`src/design/rcbu_pkg.sv`:
```
// Shared constants and item types for the RC channel bit unpacker.
`default_nettype none

package rcbu_pkg;

  // Subset config byte layout and legacy frame size
  localparam int unsigned START_FIELD_BITS = 5;
  localparam int unsigned WIDTH_FIELD_BITS = 2;
  localparam int unsigned LEGACY_CHANNELS  = 16;

  // Field widths
  localparam int unsigned BYTE_W   = 8;
  localparam int unsigned INDEX_W  = 7;
  localparam int unsigned VALUE_W  = 13;
  localparam int unsigned CWIDTH_W = 4;
  localparam int unsigned CODE_W   = 2;
  localparam int unsigned BUF_W    = 20;
  localparam int unsigned HELD_W   = 5;

  // Narrowest channel and the most bits that can sit in the buffer before a merge
  localparam logic [CWIDTH_W-1:0] BASE_WIDTH = 4'd10;
  localparam logic [HELD_W-1:0]   HELD_MAX   = 5'd12;
  localparam logic [CODE_W-1:0]   LEGACY_CODE = 2'd1;

  // Masks for the config byte fields
  localparam logic [BYTE_W-1:0] START_MASK = 8'((1 << START_FIELD_BITS) - 1);
  localparam logic [BYTE_W-1:0] WIDTH_MASK = 8'((1 << WIDTH_FIELD_BITS) - 1);
  localparam logic [INDEX_W-1:0] LEGACY_LIMIT = 7'(LEGACY_CHANNELS);

  // One input item
  typedef struct packed {
    logic [BYTE_W-1:0] payload_byte;
    logic              subset_frame;
    logic              start_of_frame;
    logic              end_of_frame;
  } rcbu_item_t;

  // One result item
  typedef struct packed {
    logic                channel_valid;
    logic [INDEX_W-1:0]  channel_index;
    logic [VALUE_W-1:0]  channel_value;
    logic [CWIDTH_W-1:0] channel_width;
    logic                frame_end;
  } rcbu_result_t;

endpackage

`default_nettype wire

```
`src/design/rc_channel_bit_unpacker.sv`:
```
// Top level of the RC channel bit unpacker: stream ports and result register.
//
// Usage:
//   The slave channel takes one payload byte of a CRC-checked RC frame per
//   item. s_tuser marks a subset frame and the first byte of a frame; s_tlast
//   marks the last byte. The master channel gives at most one result per
//   input byte: a decoded channel (m_tuser high) with its index, value and
//   width, or, on a last byte that completes no channel, an end marker with
//   m_tuser low. m_tlast is high on the result caused by a frame's last byte.
//   Bytes that complete no channel and are not last give no result.
// Timing:
//   One byte per cycle sustained. A result appears in the cycle after its
//   byte is taken, from a single output register fed by the merge-and-split
//   step. s_tready is high while that register is empty or being read, so a
//   new byte is taken in the same cycle as the previous result leaves.
//   When the receiver stalls, the result holds and s_tready drops.
// Reset:
//   rst (synchronous, active high) empties the output register and starts
//   in legacy decoding from channel 0 at eleven bits.
`default_nettype none

module rc_channel_bit_unpacker
  import rcbu_pkg::*;
(
  input  wire logic        clk,
  input  wire logic        rst,
  input  wire logic        s_tvalid,
  output logic             s_tready,
  input  wire logic [7:0]  s_tdata,   // [7:0] payload_byte
  input  wire logic [1:0]  s_tuser,   // [0] subset_frame, [1] start_of_frame
  input  wire logic        s_tlast,   // end_of_frame
  output logic             m_tvalid,
  input  wire logic        m_tready,
  output logic [23:0]      m_tdata,   // [6:0] channel_index, [19:7] channel_value,
                                      // [23:20] channel_width
  output logic [0:0]       m_tuser,   // [0] channel_valid
  output logic             m_tlast    // frame_end
);

  logic         accept;
  rcbu_item_t   item;
  logic         has_result;
  rcbu_result_t result;
  rcbu_result_t out_reg;

  assign s_tready = !m_tvalid || m_tready;
  assign accept   = s_tvalid && s_tready;

  assign item.payload_byte   = s_tdata;
  assign item.subset_frame   = s_tuser[0];
  assign item.start_of_frame = s_tuser[1];
  assign item.end_of_frame   = s_tlast;

  rcbu_core u_core (
    .clk        (clk),
    .rst        (rst),
    .accept     (accept),
    .item       (item),
    .has_result (has_result),
    .result     (result)
  );

  // Output valid
  always_ff @(posedge clk) begin
    if (rst) begin
      m_tvalid <= 1'b0;
    end else if (accept) begin
      m_tvalid <= has_result;
    end else if (m_tready) begin
      m_tvalid <= 1'b0;
    end
  end

  // Output payload
  always_ff @(posedge clk) begin
    if (accept && has_result) begin
      out_reg <= result;
    end
  end

  assign m_tdata = {out_reg.channel_width, out_reg.channel_value, out_reg.channel_index};
  assign m_tuser = out_reg.channel_valid;
  assign m_tlast = out_reg.frame_end;

  // A result without a channel is only ever a frame end
  a_empty_is_end: assert property (@(posedge clk) disable iff (rst)
    m_tvalid && !m_tuser[0] |-> m_tlast)
    else $error("empty result without frame end");

  // A result without a channel carries zero index and value
  a_empty_zero: assert property (@(posedge clk) disable iff (rst)
    m_tvalid && !m_tuser[0] |-> m_tdata[19:0] == '0)
    else $error("empty result carries data");

  // Width is always one of the four encodable widths
  a_width_range: assert property (@(posedge clk) disable iff (rst)
    m_tvalid |-> m_tdata[23:20] >= BASE_WIDTH && m_tdata[23:20] <= 4'd13)
    else $error("channel width out of range");

endmodule

`default_nettype wire

```
`src/design/rcbu_core.sv`:
```
// Frame state and the per-byte merge, split and emit step.
`default_nettype none

module rcbu_core
  import rcbu_pkg::*;
(
  input  wire logic         clk,
  input  wire logic         rst,
  input  wire logic         accept,
  input  wire rcbu_item_t   item,
  output logic              has_result,
  output rcbu_result_t      result
);

  logic [BUF_W-1:0]   bit_buffer, bit_buffer_next;
  logic [HELD_W-1:0]  bits_held, bits_held_next;
  logic [INDEX_W-1:0] next_channel, next_channel_next;
  logic [CODE_W-1:0]  width_code, width_code_next;
  logic               subset_mode, subset_mode_next;
  logic               awaiting_header, awaiting_header_next;

  logic [BUF_W-1:0]    buf_sof, merged;
  logic [HELD_W-1:0]   held_sof, held_clamp, held_sum;
  logic [INDEX_W-1:0]  chan_sof;
  logic [CODE_W-1:0]   wfield;
  logic [CWIDTH_W-1:0] chan_w, width_out;
  logic [VALUE_W-1:0]  val_mask;
  logic                emit;
  logic [VALUE_W-1:0]  emit_value;
  logic [INDEX_W-1:0]  emit_index;

  // Start byte restarts the frame; then header, data or ignored byte
  always_comb begin
    buf_sof              = item.start_of_frame ? '0 : bit_buffer;
    held_sof             = item.start_of_frame ? '0 : bits_held;
    chan_sof             = item.start_of_frame ? '0 : next_channel;
    subset_mode_next     = item.start_of_frame ? item.subset_frame : subset_mode;
    awaiting_header_next = item.start_of_frame ? item.subset_frame : awaiting_header;
    width_code_next      = (item.start_of_frame && !item.subset_frame) ? LEGACY_CODE
                                                                       : width_code;
    bit_buffer_next      = buf_sof;
    bits_held_next       = held_sof;
    next_channel_next    = chan_sof;
    wfield               = CODE_W'((item.payload_byte >> START_FIELD_BITS) & WIDTH_MASK);
    held_clamp           = (held_sof > HELD_MAX) ? HELD_MAX : held_sof;
    merged               = buf_sof | (BUF_W'(item.payload_byte) << held_clamp);
    held_sum             = held_clamp + HELD_W'(BYTE_W);
    chan_w               = BASE_WIDTH + CWIDTH_W'(width_code_next);
    val_mask             = {VALUE_W{1'b1}} >> (CWIDTH_W'(VALUE_W) - chan_w);
    emit                 = 1'b0;
    emit_value           = '0;
    emit_index           = '0;

    if (subset_mode_next && awaiting_header_next) begin
      // Config byte: start channel and width code
      next_channel_next    = INDEX_W'(item.payload_byte & START_MASK);
      width_code_next      = wfield;
      awaiting_header_next = 1'b0;
    end else if (subset_mode_next || (chan_sof < LEGACY_LIMIT)) begin
      // Data byte: merge and emit at most one channel
      bit_buffer_next = merged;
      bits_held_next  = held_sum;
      if (held_sum >= HELD_W'(chan_w)) begin
        emit              = 1'b1;
        emit_value        = merged[VALUE_W-1:0] & val_mask;
        emit_index        = chan_sof;
        bit_buffer_next   = merged >> chan_w;
        bits_held_next    = held_sum - HELD_W'(chan_w);
        next_channel_next = chan_sof + INDEX_W'(1);
      end
    end

    // Leftover bits are dropped at frame end
    if (item.end_of_frame) begin
      bit_buffer_next = '0;
      bits_held_next  = '0;
    end

    width_out = BASE_WIDTH + CWIDTH_W'(width_code_next);
  end

  assign has_result           = emit || item.end_of_frame;
  assign result.channel_valid = emit;
  assign result.channel_index = emit_index;
  assign result.channel_value = emit_value;
  assign result.channel_width = width_out;
  assign result.frame_end     = item.end_of_frame;

  // State update on each accepted item
  always_ff @(posedge clk) begin
    if (rst) begin
      bit_buffer      <= '0;
      bits_held       <= '0;
      next_channel    <= '0;
      width_code      <= LEGACY_CODE;
      subset_mode     <= 1'b0;
      awaiting_header <= 1'b0;
    end else if (accept) begin
      bit_buffer      <= bit_buffer_next;
      bits_held       <= bits_held_next;
      next_channel    <= next_channel_next;
      width_code      <= width_code_next;
      subset_mode     <= subset_mode_next;
      awaiting_header <= awaiting_header_next;
    end
  end

  // Buffer never holds a whole channel between items
  a_held_bound: assert property (@(posedge clk) disable iff (rst) bits_held <= HELD_MAX)
    else $error("bits_held above a channel's worth");

  // Frame end empties the buffer
  a_eof_clear: assert property (@(posedge clk) disable iff (rst)
    accept && item.end_of_frame |=> bits_held == '0 && bit_buffer == '0)
    else $error("buffer not cleared at frame end");

  // Legacy frames stay at eleven bits
  a_legacy_width: assert property (@(posedge clk) disable iff (rst)
    !subset_mode |-> width_code == LEGACY_CODE)
    else $error("legacy width code changed");

endmodule

`default_nettype wire
```
`config.mk`:
```
export PLATFORM = sky130hd
export DESIGN_NAME = rc_channel_bit_unpacker
export DESIGN_NICKNAME = d
export VERILOG_FILES = /design/src/design/rcbu_pkg.sv /design/src/design/rc_channel_bit_unpacker.sv /design/src/design/rcbu_core.sv
export SDC_FILE = /design/constraint.sdc
export NUM_CORES = 1
export LEC_CHECK = 0
export ABC_AREA = 1
export ABC_CLOCK_PERIOD_IN_PS = 4680
export BUFFER_PORTS_ARGS = -buffer_cell sky130_fd_sc_hd__buf_2
export CAP_MARGIN = 20
export CORE_MARGIN = 1
export CORE_UTILIZATION = 40
export CTS_BUF_LIST = sky130_fd_sc_hd__clkbuf_2
export DETAILED_ROUTE_END_ITERATION = 10
export SLEW_MARGIN = 10
export SYNTH_ARGS = -nofsm -noshare
export SYNTH_HDL_FRONTEND = slang
export SYNTH_SLANG_ARGS = --single-unit
```
`constraint.sdc`:
```
create_clock -name clk -period 4.68 [get_ports clk]
set_input_delay 0.936 -clock clk [delete_from_list [all_inputs] [get_ports clk]]
set_output_delay 0.936 -clock clk [all_outputs]
set_load 0.1 [all_outputs]
```
---- Word-level counts from Yosys, hierarchy flattened ----
Cells that the tools add are included.
word-level totals
  output and inout port bits .............. 28
  flip-flop bits (word level) ............. 63
  word-level logic and storage cells ...... 64
  input bits .............................. 15
cells by class
  bitwise logic cells ..................... 4
  mux-type cells .......................... 25
  add/subtract/negate cells ............... 6
  shifts and indexed selects .............. 3
  reduce and logical (&&, ||, !) cells .... 11
  magnitude comparators ................... 3
operators with widths
  operator                                                    number
  2-to-1 mux 20 bit                                           5
  2-to-1 mux 5 bit                                            6
  2-to-1 mux 7 bit                                            4
  OR 20 bit                                                   1
  left shift 8 x 5 -> 20 bit                                  1
  right shift 20 x 4 -> 20 bit                                1
  bitwise AND 13 bit                                          1
  right shift 13 x 4 -> 13 bit, first input constant          1
  adder 4 x 2 -> 4 bit, first input constant                  2
  2-to-1 mux 1 bit                                            8
  adder 7 x 1 -> 7 bit, second input constant                 1
  less-than comparator 7 x 5 -> 1 bit, second input constant  1
  adder 5 x 4 -> 5 bit, second input constant                 1
  greater-or-equal comparator 5 x 4 -> 1 bit                  1
  > comparator 5 x 4 -> 1 bit, second input constant          1
  subtractor 5 x 4 -> 5 bit                                   1
  logical AND 1 bit                                           4
  2-to-1 mux 2 bit                                            2
  subtractor 4 bit, first input constant                      1
  logical OR 1 bit                                            3
  OR reduction 3 bit                                          1
  zero test 1 bit                                             2
  NOT 1 bit                                                   2
  nonzero test 2 bit                                          1

---- Longest topological paths before layout ----
  depth after elaboration ................. 10
  depth in mapped cells ................... 22
  depth with buffers taken out ............ 20

---- Cells and area by module ----
Synthesis repeated with hierarchy kept, for this count alone.
unflattened totals
  cells, all modules ...................... 637
  area, all modules ....................... 4,204.0 µm²
by module, submodules not included
  module                   times used  sequential area each (µm²)  area each (µm²)  cells each
  rcbu_core                1           720.7                       3,348.2          599
  rc_channel_bit_unpacker  1           800.8                       855.8            38

---- Worst setup path before layout ----
OpenSTA, ideal clock, no wires.
  path kind ............................... in2reg
  from .................................... input port s_tuser[1]
  to ...................................... register out_reg (netlist bit m_tdata[0]) (enable)
  setup time .............................. 0.417 ns
  data required time ...................... 4.263 ns
  arrival time ............................ 4.200 ns
  cell stages on the path ................. 18
  slack ................................... 0.063 ns
  buffers on the path ..................... 2
  cell sequence ........................... inv_2 -> buf_6 -> nand2_2 -> nand2_2 -> nand2_4 -> nand2_4 -> nor2_8 -> inv_2 -> buf_4 -> ha_1 -> nand3_1 -> nand2_1 -> nor2_1 -> nand2_1 -> nand2_2 -> nor2_4 -> inv_2 -> a21oi_1
between the ends
  longest elaborated chain between the ends .. 10
  elaborated cells between the ends (all ways) .. 19
  classes of those cells .................. add/sub (2); order compare (3); mux (9); reduce/logical (5)
ends and longest elaborated chain
  item                                        line                           source
  start, declared                             rc_channel_bit_unpacker.sv:30  input wire logic [1:0] s_tuser,
  2-to-1 mux 5 bit                            rcbu_core.sv:35                held_sof = item.start_of_frame ? '0 : bits_held;
  > comparator 5 x 4 -> 1 bit                 rcbu_core.sv:45                held_clamp = (held_sof > HELD_MAX) ? HELD_MAX : held_sof;
  2-to-1 mux 5 bit                            rcbu_core.sv:45
  adder 5 x 4 -> 5 bit                        rcbu_core.sv:47                held_sum = held_clamp + HELD_W'(BYTE_W);
  greater-or-equal comparator 5 x 4 -> 1 bit  rcbu_core.sv:63                if (held_sum >= HELD_W'(chan_w)) begin
  2-to-1 mux 1 bit                            rcbu_core.sv:63
  2-to-1 mux 1 bit                            rcbu_core.sv:59                end else if (subset_mode_next || (chan_sof < LEGACY_LIMIT)) begin
  2-to-1 mux 1 bit *                          rcbu_core.sv:54                if (subset_mode_next && awaiting_header_next) begin
  logical OR 1 bit *                          rcbu_core.sv:82                assign has_result = emit || item.end_of_frame;
  logical AND 1 bit *                         rc_channel_bit_unpacker.sv:76  if (accept && has_result) begin
  end signal, assigned                        rc_channel_bit_unpacker.sv:77  out_reg <= result;
  end, declared                               rc_channel_bit_unpacker.sv:44  rcbu_result_t out_reg;
Mark *: on every way between the ends. The rest lies on a longest branch, timed or not.
A chain may end at the register's enable or synchronous reset.

---- Worst setup path after layout ----
  from .................................... input port s_tuser[1]
  to ...................................... register out_reg (netlist bit m_tdata[19]), data pin
between the ends
  longest elaborated chain between the ends .. 7
  elaborated cells between the ends (all ways) .. 23
  classes of those cells .................. add/sub (3); order compare (3); shift (2); mux (7); bitwise (4); reduce/logical (4)
ends and longest elaborated chain
  item                                        line
  2-to-1 mux 5 bit                            rcbu_core.sv:35
  > comparator 5 x 4 -> 1 bit                 rcbu_core.sv:45
  2-to-1 mux 5 bit                            rcbu_core.sv:45
  adder 5 x 4 -> 5 bit                        rcbu_core.sv:47
  greater-or-equal comparator 5 x 4 -> 1 bit  rcbu_core.sv:63
  NOT 1 bit (no line)                         -
  OR reduction 3 bit (no line)                -
Parallel ways exist; a longest one is shown, timed or not.

==> results.py <==
metrics = {
    "synth": {
        "syn_inst": 567,
        "synth_edf_count": 25,
        "yosys_most_used_dff": "dfxtp_1",
        "synth_nets": 587,
        "yosysSeqAreaShare_pct": 37.4,
        "synth_cell_types": 46,
        "async_flop_share_pct": 0,
        "synth_area_sq_um": 3990,
        "ys_ff_latch": 62,
        "synth.top_cell.area_share_pct": 18.8,
        "netlist_top_cells_count": "152 x nand2_1, 85 x nand3_1, 66 x a21oi_1",
        "yosys.area.top_type": "edfxtp_1",
        "yosys_warnings": 0,
        "synthTopCellsByArea": "edfxtp_1 19%, dfxtp_1 19%, nand2_1 14%",
        "synth.avg_cell_area_sq_um": 7.03,
        "synth.most_common_cell": "nand2_1",
    },
    "clocking": {
        "cts_hold_buf": 0,
        "post_cts_resized": 0,
        "cts_tree": "built",
        "cts_root_buf": "clkbuf_2",
        "cts.reportedPaths.clkPinSlew_ns": 0.20,
        "numClockSinks": 62,
        "cts.htree.levels": 3,
        "clk_latency_ns": 0.53,
        "post_cts_buffers": 0,
        "clock_path_buffers": 2,
        "numCtsBuffers": 9,
    },
    "final_layout": {
        "instances_no_fill": 740,
        "layout-drive-gt1-share_pct": 17.6,
        "nNetsFinal": 622,
        "diodes": 0,
        "syn2layout_area_growth_pct": 10.4,
    },
    "routing": {
        "drc": 0,
        "dr.pass1.iters": 5,
        "wirelength_microns": 12400,
        "drtIter0Drc": 267,
        "avgViaCountPerCell": 5.53,
        "ant_nets": 0,
        "via_count": 4093,
        "wire_per_inst_microns": 16.8,
    },
    "worst_setup_path": {
        "cp_data_arrival_time_ns": 4.23,
        "worstSetupPathType": "input port to flop",
        "cp.required_ns": 4.95,
        "critPathSlowestCell": "nor4_1",
        "start_kind": "input port",
        "crit_family": "simple AND/OR/NAND/NOR gates",
        "slowest_delay_ns": 0.42,
        "crit_chain": "buf_2, inv_2, nand2_2, nand2_2, nand2_4, nand2_4, nor2_8, inv_2, ha_1, nand3_1, nand2_1, nor2_1, nand2_1, nand2_2, nor2_4, inv_2, buf_4, nor4_1",
        "cp_max_fo": 17,
        "crit_buf_inv": 5,
        "cp-end-kind": "flop",
    },
    "timing": {
        "finClkSkew_ns": 0.0326,
        "timing.final.crit_share_pct": 84.6,
        "max_freq_ghz": 0.253,
        "tightest_slew_ns": 0.801,
        "whs_ns": 0.479,
        "postLayoutSetupSlackWorst_ns": 0.721,
        "post-route-min-period_ns": 3.96,
        "fin_setup_tns_ns": 0,
        "report.final.slew_viol_count": 0,
        "rsz0062_at_grt": "no",
        "maxSlewHeadroom_pct": 46.6,
        "setup_violations": 0,
        "hold_viol": 0,
    },
    "power": {
        "power_density_nw_per_um2": 292,
        "ir_drop_uv": 109,
        "leakage_nw": 1.87,
    },
    "die": {
        "die_w_microns": 102,
        "die_y_microns": 102,
        "io_pins": 43,
        "start_util_pct": 41.0,
        "design.die.area_sq_um": 10400,
        "core_sq_um": 9730,
        "rows": 36,
    },
    "placed_design": {
        "port_buffers": 41,
        "dp_hpwl_microns": 9280,
        "gp_congestion": 0.932,
        "dp_cells": 724,
        "post-place-ws_ns": 0.267,
    },
    "grt": {
        "grt_util_all_layers_pct": 25.6,
        "grt_pass1_wl_microns": 19800,
        "overflow": 0,
        "grt_start_max_net_pins": 38,
        "grt_pass1_vias": 3687,
        "grt_antenna_before_repair": 0,
    },
    "worst_hold_path": {
        "worst_hold_path_type": "flop to flop",
    },
    "outcome": {
        "status": "finished clean",
    },
    "job": {
        "cap_violations": 0,
    },
}
## layout make-up
type | count | area [sq um]
clock buffers | 11 | 55.1
clock inverters | 5 | 50.0
fillers | 1045 | 5330
inverters | 54 | 205
multi-input cells | 424 | 2150
flip-flops and latches | 62 | 1490
well taps | 133 | 166
repair buffers | 51 | 280
## worst reg2reg max path, cell delays in order, from the launching register on
cell	delay (ns)
dfxtp_1	0.36
nand2_2	0.15
nand2_2	0.09
nand2_4	0.15
nand2_4	0.11
nor2_8	0.16
inv_2	0.17
ha_1	0.40
nand3_1	0.09
nand2_1	0.09
nor2_1	0.06
nand2_1	0.22
nand2_2	0.18
nor2_4	0.26
inv_2	0.17
buf_4	0.22
nor4_1	0.43
## power by group
part / total, W / switching (W) / leakage (nW) / internal (W)
Sequential: 0.000599 / 0.0000102 / 0.540 / 0.000589
Clock: 0.000333 / 0.000210 / 0.0670 / 0.000123
Combinational: 0.000354 / 0.000276 / 1.26 / 0.0000775
## cells in the final DEF, fill, tap and decap left out, types with 3 or more instances in the layout
| cell | instances |
|---|---|
| a21oi_1 | 65 |
| buf_2 | 41 |
| edfxtp_1 | 25 |
| inv_2 | 16 |
| nor3_1 | 7 |
| a21oi_2 | 4 |
| buf_4 | 10 |
| nand3_1 | 85 |
| o21ai_0 | 11 |
| dfxtp_1 | 37 |
| nand2_2 | 4 |
| inv_1 | 35 |
| ha_1 | 4 |
| nand2_1 | 152 |
| nor2_4 | 4 |
| nor2_1 | 34 |
| o211ai_1 | 5 |
| xor2_1 | 3 |
| nand4_1 | 13 |
| clkinv_1 | 4 |
| clkbuf_2 | 11 |
## cell families (layout without fill, tap and decap cells)
kind of cell / after synthesis / after routing / share of synthesized area (%)
adder cells (fa/ha/maj): 5 / 5 / 1.76
XOR/XNOR: 5 / 5 / 1.10
other: 1 / 1 / 0.0940
AO/OA/AOI/OAI: 101 / 101 / 14.4
buffers and inverters: 81 / 121 / 8.72
flip-flops: 62 / 62 / 37.4
AND/OR/NAND/NOR: 312 / 312 / 36.5
## stage by stage
step                area, sq um  utilization [%]  power (W)
floorplan                  3990                -   0.000883
global placement           4300             44.2   0.000962
detailed placement         4300             44.2   0.000963
CTS                        4400             45.2    0.00129
global route               4400             45.2    0.00135
finish                     4400             45.2    0.00129
## layer usage
layer | up-vias | global-route usage, % | routed length (microns)
li1 | 1995 | - | -
met1 | 1940 | 35.8 | 5840
met2 | 141 | 39.6 | 5570
met3 | 17 | 5.34 | 778
met4 | 0 | 8.35 | 267
met5 | - | 0 | 0
## registers in the layout, indices dropped and copies added, names as in the netlist
signal	count
m_tdata	23
u_core.bit_buffer	20
u_core.next_channel	7
u_core.bits_held	5
u_core.width_code	2
m_tlast	1
m_tuser	1
m_tvalid	1
u_core.awaiting_header	1
u_core.subset_mode	1
## path summary, 6_finish.rpt
check / from / end / slack, ns / cells after the start
worst max-delay path: s_tuser[1] / m_tdata[19] / 0.72 / 18
worst min-delay path: u_core.bits_held[2] / u_core.bits_held[2] / 0.48 / 2
worst max register to register: u_core.bits_held[1] / m_tdata[19] / 1.12 / 16
worst min register to register: u_core.bits_held[2] / u_core.bits_held[2] / 0.48 / 2
(Power assumes the default switching activity.)
